--- src/rtl/rpva_pkg.sv ---
`default_nettype none

package rpva_pkg;

  // Vertex index within one pentagon
  localparam int unsigned IDX_W = 3;
  typedef logic [IDX_W-1:0] vidx_t;

  localparam vidx_t FIRST_IDX = 3'd0;
  localparam vidx_t LAST_IDX  = 3'd4;

  // Rotation coefficients are signed Q1.30
  localparam int unsigned COEF_W      = 32;
  localparam int unsigned ROUND_SHIFT = 30;

  // Area: half of the shoelace sum, fraction cut from 32 to 16 bits
  localparam int unsigned AREA_SHIFT = 17;
  localparam int unsigned AREA_W     = 63;
  localparam int unsigned LIMIT_W    = 31;
  localparam int unsigned FRAC_W     = 16;
  localparam logic [AREA_W-1:0] AREA_MAX = '1;

  // Control that travels with each vertex beat
  typedef struct packed {
    logic  valid;
    vidx_t idx;
  } beat_t;

  // cos(72k degrees), rounded to nearest
  function automatic logic signed [COEF_W-1:0] cos_coef(vidx_t k);
    logic signed [COEF_W-1:0] c;
    case (k)
      3'd0:    c = 32'sd1073741824;
      3'd1:    c = 32'sd331804471;
      3'd2:    c = -32'sd868675383;
      3'd3:    c = -32'sd868675383;
      3'd4:    c = 32'sd331804471;
      default: c = '0;
    endcase
    return c;
  endfunction

  // sin(72k degrees), rounded to nearest
  function automatic logic signed [COEF_W-1:0] sin_coef(vidx_t k);
    logic signed [COEF_W-1:0] s;
    case (k)
      3'd0:    s = '0;
      3'd1:    s = 32'sd1021189159;
      3'd2:    s = 32'sd631129609;
      3'd3:    s = -32'sd631129609;
      3'd4:    s = -32'sd1021189159;
      default: s = '0;
    endcase
    return s;
  endfunction

endpackage

`default_nettype wire

--- src/rtl/rpva_issue.sv ---
`default_nettype none

// Holds one input pentagon and issues its five vertex beats in order.
module rpva_issue #(
  parameter int unsigned COORD_WIDTH = 32
) (
  input  wire                           clk_i,
  input  wire                           rst_ni,
  input  wire                           en_i,
  input  wire                           in_valid_i,
  output logic                          in_ready_o,
  input  wire logic signed [COORD_WIDTH-1:0] vertex_x_i,
  input  wire logic signed [COORD_WIDTH-1:0] vertex_y_i,
  input  wire logic signed [COORD_WIDTH-1:0] center_x_i,
  input  wire logic signed [COORD_WIDTH-1:0] center_y_i,
  output rpva_pkg::beat_t               beat_o,
  output logic signed [COORD_WIDTH-1:0] vx_o,
  output logic signed [COORD_WIDTH-1:0] vy_o,
  output logic signed [COORD_WIDTH-1:0] cx_o,
  output logic signed [COORD_WIDTH-1:0] cy_o
);

  logic                 busy_q, busy_d;
  rpva_pkg::vidx_t      idx_q, idx_d;
  logic                 accept;
  logic                 issue_last;
  logic signed [COORD_WIDTH-1:0] vx_q, vy_q, cx_q, cy_q;

  // Next item may load while the last vertex of the current one issues
  assign issue_last = en_i && busy_q && (idx_q == rpva_pkg::LAST_IDX);
  assign in_ready_o = !busy_q || issue_last;
  assign accept     = in_valid_i && in_ready_o;

  // Sequencer
  always_comb begin
    busy_d = busy_q;
    idx_d  = idx_q;
    if (accept) begin
      busy_d = 1'b1;
      idx_d  = rpva_pkg::FIRST_IDX;
    end else if (issue_last) begin
      busy_d = 1'b0;
    end else if (en_i && busy_q) begin
      idx_d = idx_q + rpva_pkg::vidx_t'(1);
    end
  end

  always_ff @(posedge clk_i or negedge rst_ni) begin
    if (!rst_ni) begin
      busy_q <= 1'b0;
      idx_q  <= rpva_pkg::FIRST_IDX;
    end else begin
      busy_q <= busy_d;
      idx_q  <= idx_d;
    end
  end

  // Held pentagon
  always_ff @(posedge clk_i) begin
    if (accept) begin
      vx_q <= vertex_x_i;
      vy_q <= vertex_y_i;
      cx_q <= center_x_i;
      cy_q <= center_y_i;
    end
  end

  assign beat_o.valid = busy_q;
  assign beat_o.idx   = idx_q;
  assign vx_o = vx_q;
  assign vy_o = vy_q;
  assign cx_o = cx_q;
  assign cy_o = cy_q;

endmodule

`default_nettype wire

--- config.mk ---
export PLATFORM = sky130hd
export DESIGN_NAME = rpva_issue
export DESIGN_NICKNAME = d
export VERILOG_FILES = /design/src/rtl/rpva_pkg.sv /design/src/rtl/rpva_issue.sv
export SDC_FILE = /design/constraint.sdc
export NUM_CORES = 1
export LEC_CHECK = 0
export ABC_AREA = 1
export BUFFER_PORTS_ARGS = -buffer_cell sky130_fd_sc_hd__clkbuf_2
export CAP_MARGIN = 20
export CORE_MARGIN = 8
export CORE_UTILIZATION = 40
export CTS_CLUSTER_SIZE = 14
export DETAILED_ROUTE_END_ITERATION = 8
export PLACE_DENSITY_LB_ADDON = 0.3
export SLEW_MARGIN = 0
export SYNTH_ARGS = -nofsm -noshare
export SYNTH_HDL_FRONTEND = slang
export SYNTH_SLANG_ARGS = --single-unit
--- constraint.sdc ---
create_clock -name clk_i -period 4.95 [get_ports clk_i]
set_input_delay 0.495 -clock clk_i [delete_from_list [all_inputs] [get_ports clk_i]]
set_output_delay 0.495 -clock clk_i [all_outputs]
set_load 0.01 [all_outputs]
==> implementation parameters, run 1 <==
Parameter                              Value

Timing
  Max-slew violations    0
  Relative slew slack    65.7%
  Slew at the pin closest to its max-slew limit    0.514 ns
  Unrepaired setup endpoints after global routing    false
  Setup Skew    0.00618 ns
  Total count of hold-check failures in the final report    0
  Sum of negative setup slack    0 ns
  Highest clock rate    0.464 GHz
  Final setup viols    0
  Fin crit period    2.16 ns
  Final cycle utilization of the critical path    43.6%

Detailed routing
  Routed len/inst    17.8 microns
  Vias    2549
  Number of search-and-repair iterations in the first detailed-routing pass    4
  Via count normalized by instance count    4.28
  Count of nets left with antenna violations after detail routing    0
  Starting DRT DRC Count    79
  Final wirelength    10600 microns
  DRC viols    0

Critical path
  Max incr delay on CP    0.45 ns
  Crit path buf inv count    3
  FF-to-FF Start    idx_q[0]
  Count of cells along the worst register-to-register path    7
  WP data arrival    2.32 ns
  Capture point of the worst reg-to-reg path    vx_o[3]
  Crit path max fanout    39
  Setup crit start kind    flop
  Dominant delay contributor by cell family on the critical path    buffers and inverters
  Endpoint kind of the worst setup timing path    flop
  Critical-path cell with the highest stage delay    sky130_fd_sc_hd__buf_4
  Worst-case register-to-register setup slack    2.79 ns
  Required time of the critical path    5.12 ns
  Classification of the worst setup path    flop to flop
  Cell-by-cell trace of the critical path    inv_1, ha_1, nand3_1, nand2_2, nand2_4, inv_4, buf_4

Global routing
  Total overflow reported by the global router    0
  Global Route Usage Sum    14.8%
  Number of antenna violations at the first check in global routing    0
  Wire length of the first global-routing pass    14400 microns
  Largest net degree at the start of global routing    62
  Vias in the first global route    2754

Synthesis
  Instance count of the mapped netlist    161
  Cell area after synthesis    0.00410 sq mm
  Part of the Yosys area used for sequential elements    96.2%
  Synthesized net count    295
  Average cell area after synthesis    25.5 sq um
  Count of different cell masters after synthesis    14
  Proportion of netlist area held by the largest area contributor    93.7%
  Leading area contributor after synthesis    sky130_fd_sc_hd__edfxtp_1
  Synth top area cells    sky130_fd_sc_hd__edfxtp_1 (94%), sky130_fd_sc_hd__dfrtp_1 (2.4%), sky130_fd_sc_hd__nand2_1 (0.92%)
  Yosys warning count    0
  Flop and latch count out of synthesis    132

Min path
  Worst-case hold path end point    cx_o[13]
  Path type of the worst min-delay path    input port to flop
  Cell depth of the worst hold path    1
  Hold Path Origin    center_x_i[13]

Finish
  Post-route core utilization    61.3%
  Number of antenna cells inserted    0
  Net count, final    580
  Share of final-layout standard cells stronger than drive strength 1    65.1%
  Fillcell total    763
  Signed area change from the synthesized netlist to the final layout    51.7%

Floorplan
  Die span in x    117 microns
  Io pins    265
  Total Die Area    0.0137 sq mm
  Starting density of the core    40.4%
  Std-Cell Rows    37
  Die Y-Extent    117 microns
  Placeable core region    0.0101 sq mm

Pwr
  Leakage    2.73 nW
  Peak supply drop    0.000261 V
  PwrDens    528 mW/mm^2

Clock tree
  Cts bufs inserted    17
  Insertion delay of the later-clocked pin in the worst-skew pair    0.51 ns
  CTS HTree Levels    4
  Clk slew on worst S/H paths    0.06 ns
  Root buf cell    sky130_fd_sc_hd__clkbuf_8
  Number of resized instances in the post-cts repair step    0
  CTS sink count    132
  Number of setup buffers added after CTS    0
  Buffers from clock root to sink, at most    2
  Number of hold buffers added after CTS    1
  TritonCTS clock tree    done

Run
  Max-cap violation count    0

Placed design
  Half-perimeter wire length after detailed placement    8440 microns
  Routability congestion estimate from global placement    0.741
  Number of buffer cells added on primary ports    264

Status
  Result of the run    finished clean
==> worst max path at each step <==
stage                     startpoint  endpoint  slack (ns)  cells past startpoint
final                       idx_q[0]   vx_o[3]        2.79                      7
after global routing        idx_q[0]   vx_o[3]        2.67                      7
after CTS                   idx_q[0]   cx_o[2]        2.78                      7
after detailed placement    idx_q[0]  vy_o[17]        2.77                      7
after global placement      idx_q[0]  vx_o[13]        2.32                      7
after floorplan             idx_q[0]   cx_o[0]        2.18                      6
==> metrics by stage <==
stage / total power [mW] / area (sq um) / hold WS (ns) / instances / setup WS (ns)
2_1_floorplan: 1.79 / 4100 / 0.199 / 161 / 2.18
5_1_grt: 3.42 / 6220 / 0.124 / 595 / 2.67
4_1_cts: 3.33 / 6220 / 0.125 / 595 / 2.78
6_report: 3.29 / 6220 / 0.157 / 595 / 2.79
3_5_place_dp: 2.08 / 5620 / 0.305 / 562 / 2.77
3_3_place_gp: 2.06 / 5590 / 0.304 / 561 / 2.32
==> cells in the final DEF, fill, tap and decap left out, types with 3 or more instances in the layout <==
master	Yosys	layout
sky130_fd_sc_hd__nand3_1	3	3
sky130_fd_sc_hd__inv_1	4	4
sky130_fd_sc_hd__clkbuf_16	0	16
sky130_fd_sc_hd__bufinv_16	0	4
sky130_fd_sc_hd__clkbuf_1	0	4
sky130_fd_sc_hd__edfxtp_1	128	128
sky130_fd_sc_hd__dfrtp_1	4	4
sky130_fd_sc_hd__clkbuf_2	0	264
sky130_fd_sc_hd__nand2_1	10	10
sky130_fd_sc_hd__clkinv_2	1	4
==> Yosys cell counts (all sizes together) <==
library cell and n:
edfxtp 128, buf 1, nand2 13, nand3 4, clkinv 1, inv 5
ha 2, dfrtp 4, nor2 3
==> sequential cells by signal, indices dropped and copies added (netlist names) <==
name / flops
cx_o: 32
idx_q: 3
cy_o: 32
vy_o: 32
vx_o: 32
busy_q: 1
==> report_power, final <==
group,internal (mW),switching [mW]
sequential,1.47,0.0566
clock,0.811,0.425
combinational,0.191,0.333
==> cell families after synthesis <==
family,share of synthesized area (%)
simple gates,2.44
buf+inv,0.763
fa+ha+maj,0.610
flops,96.2
==> final cells by class <==
class                   count  area (sq um)  area share (%)
well taps                 136           170            2.74
clock buffers              21           429            6.90
clock inverters            11           159            2.55
flip-flops and latches    132          3940            63.4
inverters                   6          26.3           0.422
multi-input cells          22           125            2.01
repair buffers            267          1370            22.0
==> layer usage <==
layer | GRT usage [%] | wire, microns
met5 | 0 | 0
met4 | 8.45 | 285
met3 | 7.44 | 1390
met2 | 25.6 | 5550
met1 | 13.8 | 3390
(Power assumes the default switching activity.)
==> inputs of run 2 (changes only) <==
clock period = 2 ns   (was 4.95 ns; I/O delays follow)
==> implementation parameters, run 2 <==
Parameter                              Value

Synthesis
  Average cell area after synthesis    25.5 sq um (unchanged)
  Yosys warning count    0 (unchanged)
  Synth top area cells    sky130_fd_sc_hd__edfxtp_1 (94%), sky130_fd_sc_hd__dfrtp_1 (2.4%), sky130_fd_sc_hd__nand2_1 (0.92%)
  Flop and latch count out of synthesis    132 (unchanged)
  Leading area contributor after synthesis    sky130_fd_sc_hd__edfxtp_1
  Prevailing post-synth register cell    sky130_fd_sc_hd__edfxtp_1
  Instance count of the mapped netlist    161 (unchanged)
  Cell area after synthesis    0.00410 sq mm (unchanged)
  Synthesized net count    295 (unchanged)
  Top cells by count, synth    sky130_fd_sc_hd__edfxtp_1 (128), sky130_fd_sc_hd__nand2_1 (10), sky130_fd_sc_hd__dfrtp_1 (4), sky130_fd_sc_hd__inv_1 (4), sky130_fd_sc_hd__nand3_1 (3)
  Count of different cell masters after synthesis    14 (unchanged)
  Number of synthesized flops with an enable pin    128 (unchanged)
  Proportion of netlist area held by the largest area contributor    93.7% (unchanged)
  Most frequently used cell type in the post-synthesis netlist    sky130_fd_sc_hd__edfxtp_1
  Synth async-reset ratio    3.03% (unchanged)
  Part of the Yosys area used for sequential elements    96.2% (unchanged)

Status
  Result of the run    stopped before the end
  Last stage    clock tree synthesis
  Error that ended the run    [ERROR RSZ-0060] Max buffer count reached.

Placed design
  Half-perimeter wire length after detailed placement    8620 microns (+2.2%)
  Routability congestion estimate from global placement    0.731 (-1.4%)
  Number of buffer cells added on primary ports    264 (unchanged)

Clock tree
  CTS sink count    132 (unchanged)
  Number of setup buffers added after CTS    0 (unchanged)
  Number of hold buffers added after CTS    120 (+119)
  Cts bufs inserted    17 (unchanged)
  CTS HTree Levels    4 (unchanged)
  Buffers from clock root to sink, at most    2 (unchanged)
  Number of resized instances in the post-cts repair step    0 (unchanged)
  Root buf cell    sky130_fd_sc_hd__clkbuf_8

Floorplan
  Io pins    265 (unchanged)
  Die span in x    117 microns (unchanged)
  Std-Cell Rows    37 (unchanged)
  Die Y-Extent    117 microns (unchanged)
  Starting density of the core    40.4% (unchanged)
[run 2: cell counts after synthesis]
Identical to the previous run, type by type.
[run 2: cells by family after synthesis]
| family | synth area share (%) |
|---|---|
| flip-flops | 96.2 |
| AND/OR/NAND/NOR | 2.44 |
| adder cells (fa/ha/maj) | 0.610 |
| buffers and inverters | 0.763 |
[run 2: stage by stage]
stage                     worst slack (ns)  area (sq um)  std cells
after floorplan                     0.0258          4110        161
after global placement               0.304          5650        565
after detailed placement             0.235          5650        565
==> inputs of run 3 (changes only) <==
CORE_UTILIZATION = 25   (was 40)
CTS_CLUSTER_SIZE = default   (was 14)
PLACE_DENSITY_LB_ADDON = 0.15   (was 0.3)
==> implementation parameters, run 3 (same netlist as run 1, synthesis figures left out) <==
Parameter                              Value

Status
  Result of the run    finished clean

Detailed routing
  Vias    3078
  Final wirelength    13000 microns
  Count of nets left with antenna violations after detail routing    0
  Via count normalized by instance count    3.79
  Starting DRT DRC Count    90
  Routed len/inst    16.0 microns
  DRC viols    0
  Number of search-and-repair iterations in the first detailed-routing pass    4

Clock tree
  Clk slew on worst S/H paths    0.05 ns
  Buffers from clock root to sink, at most    2 (unchanged)
  Insertion delay of the later-clocked pin in the worst-skew pair    0.41 ns
  Root buf cell    sky130_fd_sc_hd__clkbuf_16
  Number of resized instances in the post-cts repair step    0 (unchanged)
  CTS sink count    132 (unchanged)
  Number of setup buffers added after CTS    0 (unchanged)
  CTS HTree Levels    4 (unchanged)
  Number of hold buffers added after CTS    129 (+7.5%)
  Cts bufs inserted    17 (unchanged)
  TritonCTS clock tree    done

Timing
  Post-route worst hold slack    0.0507 ns
  Sum of negative setup slack    0 ns
  Slew at the pin closest to its max-slew limit    0.267 ns
  Total count of hold-check failures in the final report    0
  Highest clock rate    0.564 GHz
  Setup Skew    0.0182 ns
  Final cycle utilization of the critical path    88.6%
  Relative slew slack    82.2%
  Final setup viols    0
  Max-slew violations    0
  Fin crit period    1.77 ns
  Unrepaired setup endpoints after global routing    false

Global routing
  Vias in the first global route    3495
  Global Route Usage Sum    12.5%
  Total overflow reported by the global router    0
  Wire length of the first global-routing pass    19100 microns
  Number of antenna violations at the first check in global routing    0
  Largest net degree at the start of global routing    30

Placed design
  Number of buffer cells added on primary ports    264 (unchanged)
  Half-perimeter wire length after detailed placement    9340 microns (+8.3%)
  Count of placed standard cells including taps    651 (+15%)
  Routability congestion estimate from global placement    0.769 (+5.2%)

Critical path
  WP data arrival    1.88 ns
  Count of cells along the worst register-to-register path    7
  Crit path max fanout    20
  Setup crit start kind    flop
  Endpoint kind of the worst setup timing path    flop
  Classification of the worst setup path    flop to flop
  Required time of the critical path    2.10 ns

Floorplan
  Die span in x    144 microns (+23%)
  Total Die Area    0.0208 sq mm
  Io pins    265 (unchanged)
  Die Y-Extent    144 microns (+23%)
  Placeable core region    0.0163 sq mm
  Std-Cell Rows    47 (+27%)
  Starting density of the core    25.2% (-15 points)

Finish
  Final Non-Filler Cells    812
  Share of final-layout standard cells stronger than drive strength 1    51.7%
  Most common cell after layout, fill and taps aside    sky130_fd_sc_hd__clkbuf_2
  Number of antenna cells inserted    0
  Net count, final    713
  Signed area change from the synthesized netlist to the final layout    87.3%
  Commonest non-fill, non-tap cells in the layout    sky130_fd_sc_hd__clkbuf_2 (264), sky130_fd_sc_hd__dlygate4sd3_1 (129), sky130_fd_sc_hd__edfxtp_1 (128)

Min path
  Path type of the worst min-delay path    input port to flop
  Cell depth of the worst hold path    3

Run
  Max-cap violation count    0

Pwr
  PwrDens    1100 mW/mm^2
  Peak supply drop    0.000601 V
  Leakage    3.30 nW
## run 3: per-layer routing
metal / vias to the layer above / wire length, microns / track usage, %
li1: 1460 / - / -
met1: 1423 / 5120 / 14.0
met2: 184 / 5940 / 19.8
met3: 11 / 1730 / 5.71
met4: 0 / 195 / 5.70
met5: - / 0 / 0
## run 3: worst paths after layout
kind                       startpoint  slack [ns]        to
max                          idx_q[0]        0.23  vy_o[11]
min                        in_valid_i        0.05    busy_q
max reg2reg                  idx_q[0]        0.23  vy_o[11]
min reg2reg                    busy_q        0.58    busy_q
max in group asynchronous      rst_ni        1.73  idx_q[1]
min in group asynchronous      rst_ni        0.13  idx_q[2]
## run 3: through the flow
stage	total power, mW	setup slack, ns	cell area (sq um)	util, %
after detailed placement	5.25	0.212	5800	35.6
after CTS	8.57	0.204	7680	47.1
after global placement	5.25	0.249	5800	35.6
after floorplan	4.41	0.0258	4110	-
final	8.44	0.228	7680	47.1
after global routing	8.84	0.115	7680	47.1
## run 3: area by class of cell
class                      instances  area (sq um)
multi-input combinational         22           125
clock inverter                    14           161
timing repair buffer             400          2720
tap                              220           275
inverter                           6          28.8
sequential                       132          3940
fill                            1419          8610
clock buffer                      18           429
## run 3: power breakdown
| part | internal, mW | switching (mW) |
|---|---|---|
| Combinational | 0.692 | 0.889 |
| Clock | 1.95 | 1.12 |
| Sequential | 3.63 | 0.156 |
| Total | 6.28 | 2.17 |
## run 3: worst max-delay path, cell delays in order, from the launching register on
cell,delay [ns]
sky130_fd_sc_hd__dfrtp_1,0.41
sky130_fd_sc_hd__inv_1,0.09
sky130_fd_sc_hd__ha_1,0.19
sky130_fd_sc_hd__nand3_1,0.10
sky130_fd_sc_hd__nand2_2,0.11
sky130_fd_sc_hd__nand2_4,0.08
sky130_fd_sc_hd__inv_6,0.22
sky130_fd_sc_hd__buf_4,0.25
==> inputs of run 4 (changes only) <==
GPL_TIMING_DRIVEN = 0   (was default)
==> implementation parameters, run 4 (same netlist as run 1, synthesis figures left out) <==
Parameter                              Value

Floorplan
  Placeable core region    0.0163 sq mm (unchanged)
  Std-Cell Rows    47 (unchanged)
  Io pins    265 (unchanged)
  Starting density of the core    25.2% (unchanged)
  Total Die Area    0.0208 sq mm (unchanged)
  Die span in x    144 microns (unchanged)
  Die Y-Extent    144 microns (unchanged)

Global routing
  Vias in the first global route    3411 (-2.4%)
  Total overflow reported by the global router    0 (unchanged)
  Largest net degree at the start of global routing    130 (+330%)
  Wire length of the first global-routing pass    18700 microns (-1.7%)
  Number of antenna violations at the first check in global routing    0 (unchanged)
  Global Route Usage Sum    12.2% (-0.27 points)

Detailed routing
  Count of nets left with antenna violations after detail routing    0 (unchanged)
  Number of search-and-repair iterations in the first detailed-routing pass    6 (+2)
  DRC viols    0 (unchanged)
  Vias    3074 (-0.13%)
  Routed len/inst    15.8 microns (-1.3%)
  Via count normalized by instance count    3.82 (+0.74%)
  Starting DRT DRC Count    157 (+74%)
  Final wirelength    12700 microns (-2.2%)

Finish
  Commonest non-fill, non-tap cells in the layout    sky130_fd_sc_hd__clkbuf_2 (264), sky130_fd_sc_hd__dlygate4sd3_1 (129), sky130_fd_sc_hd__edfxtp_1 (128)
  Number of antenna cells inserted    0 (unchanged)
  Net count, final    707 (-0.84%)
  Share of final-layout standard cells stronger than drive strength 1    51.8% (+0.11 points)
  Signed area change from the synthesized netlist to the final layout    86.3%
  Most common cell after layout, fill and taps aside    sky130_fd_sc_hd__clkbuf_2
  Final Non-Filler Cells    805 (-0.86%)
  Post-route core utilization    46.9% (-0.24 points)

Timing
  Max-slew violations    0 (unchanged)
  Unrepaired setup endpoints after global routing    false
  Relative slew slack    62.6% (-20 points)
  Setup Skew    0.00663 ns (-0.0116 ns)
  Final cycle utilization of the critical path    91.2% (+2.6 points)
  Final setup viols    0 (unchanged)
  Slew at the pin closest to its max-slew limit    0.562 ns (+0.294 ns)
  Highest clock rate    0.548 GHz (-2.9%)
  Total count of hold-check failures in the final report    0 (unchanged)
  Fin crit period    1.82 ns (+0.0526 ns)
  Sum of negative setup slack    0 ns (unchanged)

Critical path
  WP data arrival    1.87 ns (about the same)
  Dominant delay contributor by cell family on the critical path    buffers and inverters
  Endpoint kind of the worst setup timing path    flop
  Max incr delay on CP    0.40 ns (about the same)
  Crit path buf inv count    2 (-1)
  Classification of the worst setup path    flop to flop
  Setup crit start kind    flop
  Required time of the critical path    2.04 ns (-0.06 ns)
  Cell-by-cell trace of the critical path    inv_1, ha_1, nand3_1, nand2_2, nand2_4, inv_16
  Crit path max fanout    129 (+550%)
  Critical-path cell with the highest stage delay    sky130_fd_sc_hd__dfrtp_1

Min path
  Path type of the worst min-delay path    input port to flop

Placed design
  Number of buffer cells added on primary ports    264 (unchanged)
  Routability congestion estimate from global placement    0.774 (+0.60%)
  Count of placed standard cells including taps    645 (-0.92%)

Clock tree
  Buffers from clock root to sink, at most    2 (unchanged)
  CTS HTree Levels    4 (unchanged)
  Insertion delay of the later-clocked pin in the worst-skew pair    0.41 ns (about the same)
  CTS sink count    132 (unchanged)
  Clk slew on worst S/H paths    0.06 ns (about the same)
  Root buf cell    sky130_fd_sc_hd__clkbuf_16
  TritonCTS clock tree    done
  Cts bufs inserted    17 (unchanged)

Status
  Result of the run    finished clean

Run
  Max-cap violation count    0 (unchanged)

Pwr
  PwrDens    1130 mW/mm^2 (+2.8%)
  Leakage    3.28 nW (-0.56%)
  Peak supply drop    0.000648 V (+7.9%)
-- run 4: cell count changes in the layout (fill, tap and decap cells not counted) --
cell and delta:
sky130_fd_sc_hd__buf_12 -4, sky130_fd_sc_hd__buf_4 -2, sky130_fd_sc_hd__bufinv_16 +2, sky130_fd_sc_hd__clkbuf_1 -1, sky130_fd_sc_hd__clkinv_1 -3, sky130_fd_sc_hd__clkinv_2 +2
sky130_fd_sc_hd__clkinv_4 -2, sky130_fd_sc_hd__clkinvlp_4 +1, sky130_fd_sc_hd__inv_16 +1, sky130_fd_sc_hd__inv_6 -1
-- run 4: final cells by class --
type | instances | area [sq um]
Fill cell | 1457 | 8650
Sequential cell | 132 | 3940
Timing Repair Buffer | 393 | 2610
Clock buffer | 17 | 425
Tap cell | 220 | 275
Clock inverter | 14 | 210
Multi-Input combinational cell | 22 | 125
Inverter | 6 | 40.0
Buffer | 1 | 7.51
-- run 4: path summary, 6_finish.rpt --
kind	end	cells after the start	slack (ns)	startpoint
max reg2reg	cy_o[7]	6	0.18	idx_q[0]
min in group asynchronous	busy_q	2	0.14	rst_ni
min	busy_q	3	0.10	in_valid_i
max	cy_o[7]	6	0.18	idx_q[0]
min reg2reg	busy_q	2	0.59	busy_q
max in group asynchronous	idx_q[0]	2	1.73	rst_ni
-- run 4: tightest hold or removal path, stage by stage --
cell and delay, ns:
sky130_fd_sc_hd__clkbuf_2 0.10, sky130_fd_sc_hd__nand2_4 0.10, sky130_fd_sc_hd__nand2_1 0.07
-- run 4: what timing repair did --
item	4_1_cts	5_1_grt
hold endpoints to repair	132	0
gates cloned	0	0
setup buffers	0	0
gates resized for setup	3	1
endpoints found under the setup margin	129	116
hold buffers	129	0
-- run 4: power by group --
group | internal (mW) | leakage (nW) | switching [mW] | total [mW]
Clock | 2.20 | 0.305 | 1.15 | 3.35
Sequential | 3.64 | 1.22 | 0.151 | 3.79
Combinational | 0.615 | 1.75 | 0.879 | 1.49
-- run 4: stage by stage --
step	total power [mW]	cell area (sq um)	hold WS, ns	setup WS [ns]
finish	8.64	7640	0.101	0.176
global route	9.06	7640	0.113	0.0181
CTS	8.75	7640	0.0714	0.105
detailed placement	5.17	5700	0.0158	-0.252
global placement	5.15	5700	0.0158	-0.225
floorplan	4.41	4110	-0.0956	0.0258
-- run 4: per-layer routing --
metal | vias to the layer above | global-route usage (%) | routed length (microns)
li1 | 1451 | - | -
met5 | - | 0 | 0
met3 | 13 | 6.93 | 1900
met1 | 1424 | 12.9 | 4680
met2 | 186 | 19.9 | 5980
met4 | 0 | 4.48 | 159
